## src/assert_macros.svh

```systemverilog
// Assertion macros shared by the priority task queue RTL.
`ifndef ASSERT_MACROS_SVH
`define ASSERT_MACROS_SVH

// Checked at every rising clock edge while reset is released.
`define PTQ_ASSERT(lbl, prop, msg) \
  lbl: assert property (@(posedge clk_i) disable iff (!rst_ni) (prop)) else $error(msg);

// Implication form: the consequent is checked in the cycle after the antecedent.
`define PTQ_ASSERT_NEXT(lbl, ante, cons, msg) \
  lbl: assert property (@(posedge clk_i) disable iff (!rst_ni) (ante) |=> (cons)) \
    else $error(msg);

`endif

```

## src/ptq_pkg.sv

```systemverilog
// Types and constants of the priority task queue.
package ptq_pkg;

  localparam int unsigned ID_W      = 8;
  localparam int unsigned DEPTH_W   = 16;
  localparam int unsigned PATH_W    = 64;
  localparam int unsigned WORKERS_W = 4;
  localparam int unsigned OCC_W     = 5;
  localparam int unsigned STATUS_W  = 3;

  // claim skips an entry already holding this many workers
  localparam logic [WORKERS_W-1:0] MaxWorkers = 4'd8;

  typedef enum logic [1:0] {
    OP_INSERT = 2'd0,
    OP_CLAIM  = 2'd1,
    OP_FINISH = 2'd2,
    OP_REMOVE = 2'd3
  } ptq_op_e;

  typedef enum logic [STATUS_W-1:0] {
    STS_OK        = 3'd0,
    STS_FULL      = 3'd1,
    STS_NONE      = 3'd2,
    STS_NOT_FOUND = 3'd3,
    STS_BUSY      = 3'd4
  } ptq_status_e;

  typedef enum logic [2:0] {
    ST_IDLE,
    ST_READ,
    ST_EVAL,
    ST_PLACE,
    ST_SHIFT_RD,
    ST_SHIFT_WR,
    ST_DONE
  } ptq_state_e;

  typedef struct packed {
    logic [DEPTH_W-1:0]   depth;
    logic [PATH_W-1:0]    path;
    logic [ID_W-1:0]      task_id;
    logic                 active;
    logic [WORKERS_W-1:0] workers;
  } ptq_entry_t;

  // verdicts of the compare unit on one stored entry
  typedef struct packed {
    logic precedes;   // new key sorts strictly ahead of the entry
    logic id_hit;     // entry holds the requested id
    logic claimable;  // active and below the worker limit
    logic busy;       // workers still attached
  } ptq_flags_t;

endpackage

```

## src/ptq_ram.sv

```systemverilog
// Generic single-write, single-read RAM with registered read data.
module ptq_ram #(
  parameter int unsigned WIDTH = 8,
  parameter int unsigned DEPTH = 16
) (
  input  logic                     clk_i,
  input  logic                     we_i,
  input  logic [$clog2(DEPTH)-1:0] waddr_i,
  input  logic [WIDTH-1:0]         wdata_i,
  input  logic [$clog2(DEPTH)-1:0] raddr_i,
  output logic [WIDTH-1:0]         rdata_o
);

  logic [WIDTH-1:0] mem_q [DEPTH];
  logic [WIDTH-1:0] rdata_q;

  always_ff @(posedge clk_i) begin
    if (we_i) begin
      mem_q[waddr_i] <= wdata_i;
    end
    rdata_q <= mem_q[raddr_i];
  end

  assign rdata_o = rdata_q;

endmodule

```

## src/ptq_cmp.sv

```systemverilog
// Shared compare unit: key order, id match and claim test on one entry.
module ptq_cmp (
  input  ptq_pkg::ptq_entry_t           entry_i,
  input  logic [ptq_pkg::DEPTH_W-1:0]   key_depth_i,
  input  logic [ptq_pkg::PATH_W-1:0]    key_path_i,
  input  logic [ptq_pkg::ID_W-1:0]      task_id_i,
  output ptq_pkg::ptq_flags_t           flags_o
);
  import ptq_pkg::*;

  logic depth_eq;

  assign depth_eq = (key_depth_i == entry_i.depth);

  always_comb begin
    // path is packed most significant level first, so an unsigned compare
    // gives the level-by-level order
    flags_o.precedes  = depth_eq ? (key_path_i < entry_i.path)
                                 : (key_depth_i < entry_i.depth);
    flags_o.id_hit    = (entry_i.task_id == task_id_i);
    flags_o.claimable = entry_i.active && (entry_i.workers < MaxWorkers);
    flags_o.busy      = (entry_i.workers != '0);
  end

endmodule

```

## src/priority_task_queue_unit.sv

```systemverilog
// Priority task queue: a sorted store of up to QUEUE_DEPTH tasks in one entry RAM,
// walked by a single compare unit. Entries are visited one at a time: insert walks
// back from the tail moving entries up until its slot, claim and finish scan from
// the head, and remove scans then moves every later entry down by one. The pace is
// set by the RAM's single read port with its registered read. The input is not
// ready while a word is in work; a finished result waits in the output register
// and does not hold off the next input word.
module priority_task_queue_unit #(
  parameter int unsigned QUEUE_DEPTH = 16
) (
  input  logic        clk_i,
  input  logic        rst_ni,
  input  logic        s_axis_tvalid,
  output logic        s_axis_tready,
  input  logic [87:0] s_axis_tdata,   // task_id[7:0], key_depth[23:8], key_path[87:24]
  input  logic [1:0]  s_axis_tuser,   // operation[1:0]
  output logic        m_axis_tvalid,
  input  logic        m_axis_tready,
  output logic [15:0] m_axis_tdata,   // result_task[7:0], now_idle[8], occupancy[13:9], 0
  output logic [2:0]  m_axis_tuser    // status[2:0]
);
  import ptq_pkg::*;

  `include "assert_macros.svh"

  localparam int unsigned IW = $clog2(QUEUE_DEPTH);
  localparam int unsigned CW = $clog2(QUEUE_DEPTH + 1);
  localparam logic [CW-1:0] QDepth = CW'(QUEUE_DEPTH);

  ptq_state_e state_q, state_d;
  ptq_op_e    op_q, op_d;
  logic [ID_W-1:0]      id_q, id_d;
  logic [DEPTH_W-1:0]   depth_q, depth_d;
  logic [PATH_W-1:0]    path_q, path_d;
  logic [CW-1:0]        idx_q, idx_d, count_q, count_d;
  logic [CW-1:0]        idx_inc, idx_dec;
  ptq_status_e          status_q, status_d;
  logic [ID_W-1:0]      rtask_q, rtask_d;
  logic                 idle_q, idle_d;

  logic                 m_valid_q;
  ptq_status_e          m_status_q;
  logic [ID_W-1:0]      m_task_q;
  logic                 m_idle_q;
  logic [OCC_W-1:0]     m_occ_q;
  logic                 out_free;

  logic                 ram_we;
  logic [IW-1:0]        ram_waddr, ram_raddr;
  ptq_entry_t           ram_wdata, ram_rdata, new_entry;
  ptq_flags_t           flags;

  ptq_ram #(
    .WIDTH ($bits(ptq_entry_t)),
    .DEPTH (QUEUE_DEPTH)
  ) u_ram (
    .clk_i   (clk_i),
    .we_i    (ram_we),
    .waddr_i (ram_waddr),
    .wdata_i (ram_wdata),
    .raddr_i (ram_raddr),
    .rdata_o (ram_rdata)
  );

  ptq_cmp u_cmp (
    .entry_i     (ram_rdata),
    .key_depth_i (depth_q),
    .key_path_i  (path_q),
    .task_id_i   (id_q),
    .flags_o     (flags)
  );

  assign idx_inc  = idx_q + 1'b1;
  assign idx_dec  = idx_q - 1'b1;
  assign out_free = !m_valid_q || m_axis_tready;

  always_comb begin
    new_entry.depth   = depth_q;
    new_entry.path    = path_q;
    new_entry.task_id = id_q;
    new_entry.active  = 1'b1;
    new_entry.workers = '0;
  end

  // next state
  always_comb begin
    state_d  = state_q;
    op_d     = op_q;
    id_d     = id_q;
    depth_d  = depth_q;
    path_d   = path_q;
    idx_d    = idx_q;
    count_d  = count_q;
    status_d = status_q;
    rtask_d  = rtask_q;
    idle_d   = idle_q;
    case (state_q)
      ST_IDLE: begin
        if (s_axis_tvalid) begin
          op_d     = ptq_op_e'(s_axis_tuser);
          id_d     = s_axis_tdata[7:0];
          depth_d  = s_axis_tdata[23:8];
          path_d   = s_axis_tdata[87:24];
          status_d = STS_OK;
          rtask_d  = s_axis_tdata[7:0];
          idle_d   = 1'b0;
          idx_d    = '0;
          if (ptq_op_e'(s_axis_tuser) == OP_INSERT) begin
            if (count_q >= QDepth) begin
              status_d = STS_FULL;
              state_d  = ST_DONE;
            end else begin
              idx_d   = count_q;
              state_d = (count_q == '0) ? ST_PLACE : ST_READ;
            end
          end else if (count_q == '0) begin
            if (ptq_op_e'(s_axis_tuser) == OP_CLAIM) begin
              status_d = STS_NONE;
              rtask_d  = '0;
            end else begin
              status_d = STS_NOT_FOUND;
            end
            state_d = ST_DONE;
          end else begin
            state_d = ST_READ;
          end
        end
      end
      ST_READ: state_d = ST_EVAL;
      ST_EVAL: begin
        case (op_q)
          OP_INSERT: begin
            if (flags.precedes) begin
              idx_d   = idx_dec;
              state_d = (idx_dec == '0) ? ST_PLACE : ST_READ;
            end else begin
              count_d = count_q + 1'b1;
              state_d = ST_DONE;
            end
          end
          OP_CLAIM: begin
            if (flags.claimable) begin
              rtask_d = ram_rdata.task_id;
              state_d = ST_DONE;
            end else if (idx_inc == count_q) begin
              status_d = STS_NONE;
              rtask_d  = '0;
              state_d  = ST_DONE;
            end else begin
              idx_d   = idx_inc;
              state_d = ST_READ;
            end
          end
          OP_FINISH: begin
            if (flags.id_hit) begin
              idle_d  = (ram_rdata.workers == WORKERS_W'(1));
              state_d = ST_DONE;
            end else if (idx_inc == count_q) begin
              status_d = STS_NOT_FOUND;
              state_d  = ST_DONE;
            end else begin
              idx_d   = idx_inc;
              state_d = ST_READ;
            end
          end
          OP_REMOVE: begin
            if (flags.id_hit) begin
              if (flags.busy) begin
                status_d = STS_BUSY;
                state_d  = ST_DONE;
              end else if (idx_inc == count_q) begin
                count_d = count_q - 1'b1;
                state_d = ST_DONE;
              end else begin
                state_d = ST_SHIFT_RD;
              end
            end else if (idx_inc == count_q) begin
              status_d = STS_NOT_FOUND;
              state_d  = ST_DONE;
            end else begin
              idx_d   = idx_inc;
              state_d = ST_READ;
            end
          end
          default: state_d = ST_DONE;
        endcase
      end
      ST_PLACE: begin
        count_d = count_q + 1'b1;
        state_d = ST_DONE;
      end
      ST_SHIFT_RD: state_d = ST_SHIFT_WR;
      ST_SHIFT_WR: begin
        idx_d = idx_inc;
        if (idx_inc + 1'b1 == count_q) begin
          count_d = count_q - 1'b1;
          state_d = ST_DONE;
        end else begin
          state_d = ST_SHIFT_RD;
        end
      end
      ST_DONE: begin
        if (out_free) begin
          state_d = ST_IDLE;
        end
      end
      default: state_d = ST_IDLE;
    endcase
  end

  // RAM control and input handshake
  always_comb begin
    s_axis_tready = 1'b0;
    ram_we        = 1'b0;
    ram_waddr     = idx_q[IW-1:0];
    ram_wdata     = new_entry;
    ram_raddr     = idx_q[IW-1:0];
    case (state_q)
      ST_IDLE: s_axis_tready = 1'b1;
      ST_READ: begin
        if (op_q == OP_INSERT) begin
          ram_raddr = idx_dec[IW-1:0];
        end
      end
      ST_EVAL: begin
        case (op_q)
          OP_INSERT: begin
            // entry moves up one slot, or the new word lands above it
            ram_we    = 1'b1;
            ram_wdata = flags.precedes ? ram_rdata : new_entry;
          end
          OP_CLAIM: begin
            ram_we            = flags.claimable;
            ram_wdata         = ram_rdata;
            ram_wdata.workers = ram_rdata.workers + 1'b1;
          end
          OP_FINISH: begin
            ram_we           = flags.id_hit;
            ram_wdata        = ram_rdata;
            ram_wdata.active = 1'b0;
            if (flags.busy) begin
              ram_wdata.workers = ram_rdata.workers - 1'b1;
            end
          end
          default: ram_we = 1'b0;
        endcase
      end
      ST_PLACE: ram_we = 1'b1;
      ST_SHIFT_RD: ram_raddr = idx_inc[IW-1:0];
      ST_SHIFT_WR: begin
        ram_we    = 1'b1;
        ram_wdata = ram_rdata;
      end
      default: ram_we = 1'b0;
    endcase
  end

  always_ff @(posedge clk_i or negedge rst_ni) begin
    if (!rst_ni) begin
      state_q   <= ST_IDLE;
      count_q   <= '0;
      m_valid_q <= 1'b0;
    end else begin
      state_q <= state_d;
      count_q <= count_d;
      if (state_q == ST_DONE && out_free) begin
        m_valid_q <= 1'b1;
      end else if (m_axis_tready) begin
        m_valid_q <= 1'b0;
      end
    end
  end

  always_ff @(posedge clk_i) begin
    op_q     <= op_d;
    id_q     <= id_d;
    depth_q  <= depth_d;
    path_q   <= path_d;
    idx_q    <= idx_d;
    status_q <= status_d;
    rtask_q  <= rtask_d;
    idle_q   <= idle_d;
    if (state_q == ST_DONE && out_free) begin
      m_status_q <= status_q;
      m_task_q   <= rtask_q;
      m_idle_q   <= idle_q;
      m_occ_q    <= OCC_W'(count_q);
    end
  end

  assign m_axis_tvalid = m_valid_q;
  assign m_axis_tuser  = m_status_q;
  assign m_axis_tdata  = {2'b00, m_occ_q, m_idle_q, m_task_q};

  `PTQ_ASSERT(a_count_bound, count_q <= QDepth, "entry count above queue depth")
  `PTQ_ASSERT(a_count_step,
    (count_q == $past(count_q)) || (count_q == $past(count_q) + 1'b1) ||
    (count_q + 1'b1 == $past(count_q)), "entry count moved by more than one")
  `PTQ_ASSERT_NEXT(a_busy_after_accept, s_axis_tvalid && s_axis_tready, !s_axis_tready,
    "input accepted twice in a row")
  `PTQ_ASSERT_NEXT(a_result_loaded, state_q == ST_DONE && out_free, m_axis_tvalid,
    "finished result not presented")

endmodule

```

## config.mk

```make
export PLATFORM = sky130hd
export DESIGN_NAME = priority_task_queue_unit
export DESIGN_NICKNAME = d
export VERILOG_FILES = /design/src/ptq_pkg.sv /design/src/ptq_ram.sv /design/src/ptq_cmp.sv /design/src/priority_task_queue_unit.sv
export VERILOG_INCLUDE_DIRS = /design/src /design/src/src
export SDC_FILE = /design/constraint.sdc
export NUM_CORES = 2
export LEC_CHECK = 0
export BUFFER_PORTS_ARGS = -buffer_cell sky130_fd_sc_hd__buf_2
export CAP_MARGIN = 10
export CORE_MARGIN = 4
export CORE_UTILIZATION = 30
export DETAILED_ROUTE_END_ITERATION = 8
export GPL_ROUTABILITY_DRIVEN = 0
export GPL_TIMING_DRIVEN = 0
export PLACE_DENSITY_LB_ADDON = 0.25
export SYNTH_ARGS = -nofsm -noshare
export SYNTH_HDL_FRONTEND = slang
export SYNTH_SLANG_ARGS = --single-unit
```

## constraint.sdc

```tcl
create_clock -name clk_i -period 17.15 [get_ports clk_i]
set_input_delay 0.8575 -clock clk_i [delete_from_list [all_inputs] [get_ports clk_i]]
set_output_delay 0.8575 -clock clk_i [all_outputs]
set_load 0.02 [all_outputs]
```

==> results.ini <==
[outcome]
status=finished clean

[detailed_routing]
ant_nets=0
dr.pass1.iters=5
drc=0
vias=34649
drt-vias-per-instance=4.97
drt-total-wl_mm=188
drtIter0Drc=3563
wire_per_inst_um=27.0

[global_route]
grt_start_max_net_pins=22
grt_pass1_vias=35315
overflow=0
antenna_found_initial=10
grt.total_usage=0.158
grt_pass1_wl_mm=266

[worst_setup_path]
critical_path_class=flip-flop to flip-flop
worstPathArrival_ns=6.48
crit_required_ns=17.60
worst_setup_path_end_kind=flip-flop
crit_path_max_incr_delay_ns=0.93
crit_fanout=16
worstPathCellList=ha_1 -> nand4_1 -> nor4_1 -> nand4_1 -> a31oi_1 -> a2111oi_2 -> a21oi_4 -> nand2_1 -> a21oi_2 -> buf_4 -> buf_6 -> mux2_1
crit_path_start_kind=flip-flop
cp_slowest_cell=nor4_1
critical_path.most_common_cell=nand4_1

[sta]
clock_skew_ns=0.0294
holdWs_ns=0.209
tightest_slew_ns=1.13
slew_headroom=0.247
period_needed_ns=6.03
report.final.slew_viol_count=0
grt_setup_unrepaired=false
max_clock_freq_ghz=0.166
finalHoldViolations=0
setup_violations=0
final.period_utilization=0.352

[die]
die-area_mm2=0.234
rows=174
coreArea_mm2=0.225
die_y_um=483
start_util=0.301
io_pins=115
die_x_um=483

[layout]
area_delta_synth_final_pct=18.7
seq_area_mm2=0.0505
final_area_mm2=0.0804
drive_gt1_frac=0.259
layout_common_cells=1612 x edfxtp_1, 372 x mux4_2, 181 x clkbuf_16
multi_input_area_mm2=0.0162
nets=4007
final_common_cell=edfxtp_1
fillers=20774
layout.cells.non_filler=6967

[clock_tree]
htree_levels=4
numCtsBuffers=179
cts.sinks=1714
clk_path_buf_depth=3
clk_pin_slew_ns=0.06
root_buffer=clkbuf_16
cts_tree=built
clk_latency_ns=0.82

[synthesis]
synth_xor_area_frac=0.00410
yosys.area_share.simple=0.0283
ys_ff_latch=1714
synth_flop_cell=edfxtp_1
synthMuxAreaShare=0.152
synth_top_family_by_area=multiplexers
synth_area_mm2=0.0678
yosysWarnings=0
synth_cells=3389
synth-adder-area-share=0.0172
ys_types=76
seq_area_frac_synth=0.745
synth_compound_area_frac=0.0348
async_reset_ff_frac=0.00525
synth_edf_count=1612
synth_area_per_cell_um2=20.0

[placed_design]
dp_hpwl_mm=124
place_area_mm2=0.0745
port_buffers=112
placed_cells=6629

[flow_run]
cap_viol_max_count=0

[min_path]
hold_class=primary input to flip-flop

[power_and_ir_drop]
p_leak_nw=26.2
ir_worst_vdd_mv=0.139
pwr_density_cell_mw_per_mm2=218

==> critical path, delay by kind of cell, from the launching register on <==
family	cells	cell delay (ns)
mux	1	0.62
buf+inv	2	0.72
simple gates	4	1.73
fa+ha+maj	1	0.37
flops	1	0.46
compound gates	4	1.72
==> cells by family after synthesis <==
family / count (synthesis)
compound gates: 361
xor+xnor: 30
fa+ha+maj: 93
buf+inv: 262
flops: 1714
mux: 555
other cells: 1
simple gates: 373
==> through the flow <==
| stage | setup slack (ns) | power (W) | TNS [ns] | util |
|---|---|---|---|---|
| 6_report | 11.12 | 0.0175 | 0 | 0.358 |
| 5_1_grt | 10.97 | 0.0184 | 0 | 0.358 |
| 4_1_cts | 11.07 | 0.0177 | 0 | 0.358 |
| 3_5_place_dp | 11.09 | 0.0138 | 0 | 0.331 |
| 3_3_place_gp | -1.38 | 0.0137 | -445.37 | 0.321 |
| 2_1_floorplan | 8.55 | 0.0111 | 0 | - |
==> state kept, by name (all words and copies together), names as in the netlist, 2 cells and up <==
register       count
count_q            5
state_q            3
status_q           3
idx_q              5
id_q               8
u_ram.rdata_o     93
rtask_q            8
m_occ_q            5
u_ram.mem_q     1488
m_task_q           8
m_axis_tuser       3
path_q            64
depth_q           16
op_q               2
==> cell type report <==
type,instances,area share
diodes,1,0.0000311
plain buffers,170,0.0115
clock buffers,267,0.0632
clock inverters,68,0.0103
inverters,92,0.00429
multi-input cells,1414,0.201
flip-flops and latches,1714,0.628
well taps,2992,0.0465
repair buffers,249,0.0355
==> repair_timing <==
item | in CTS | in global routing
hold buffers | 1 | 0
resized for setup | 0 | 0
setup buffers | 0 | 0
endpoints found under the hold margin | 9 | 0
==> cell usage after synthesis, types with 61 or more instances <==
cell type / instances / area share
a21oi_1: 147 / 0.011
nand2_1: 61 / 0.0034
mux2i_1: 107 / 0.016
mux4_2: 372 / 0.12
clkbuf_1: 97 / 0.0054
inv_1: 92 / 0.0051
edfxtp_1: 1612 / 0.71
ha_1: 93 / 0.017
dfxtp_1: 93 / 0.027
nor2b_1: 98 / 0.0090
nor2_1: 81 / 0.0045
a211oi_1: 101 / 0.011
==> layer usage <==
layer | vias up | global-route usage | wire [um]
li1 | 14766 | - | -
met4 | 0 | 0.0369 | 3860
met1 | 18527 | 0.230 | 86700
met5 | - | 0 | 0
met3 | 230 | 0.0318 | 11800
met2 | 1126 | 0.244 | 85700
==> where the power goes <==
| part | total [W] | leakage (nW) | internal (W) | switching (W) |
|---|---|---|---|---|
| clock | 0.00391 | 2.86 | 0.00225 | 0.00166 |
| combinational | 0.00774 | 7.92 | 0.00324 | 0.00450 |
| sequential | 0.00585 | 15.4 | 0.00563 | 0.000217 |
| total | 0.0175 | 26.2 | 0.0111 | 0.00638 |
==> path summary, 6_finish.rpt <==
path                                   from                  to  slack (ns)  depth (start not counted)
min reg2reg                      rtask_q[7]         m_task_q[7]        0.42                          0
max in group asynchronous            rst_ni          count_q[1]       16.47                          2
min                        s_axis_tdata[39]          path_q[15]        0.21                          1
max                              path_q[30]  u_ram.mem_q[1][79]       11.12                         12
min in group asynchronous            rst_ni          state_q[2]        0.45                          2
max reg2reg                      path_q[30]  u_ram.mem_q[1][79]       11.12                         12
Note: power is estimated with default switching activity, not from simulation.
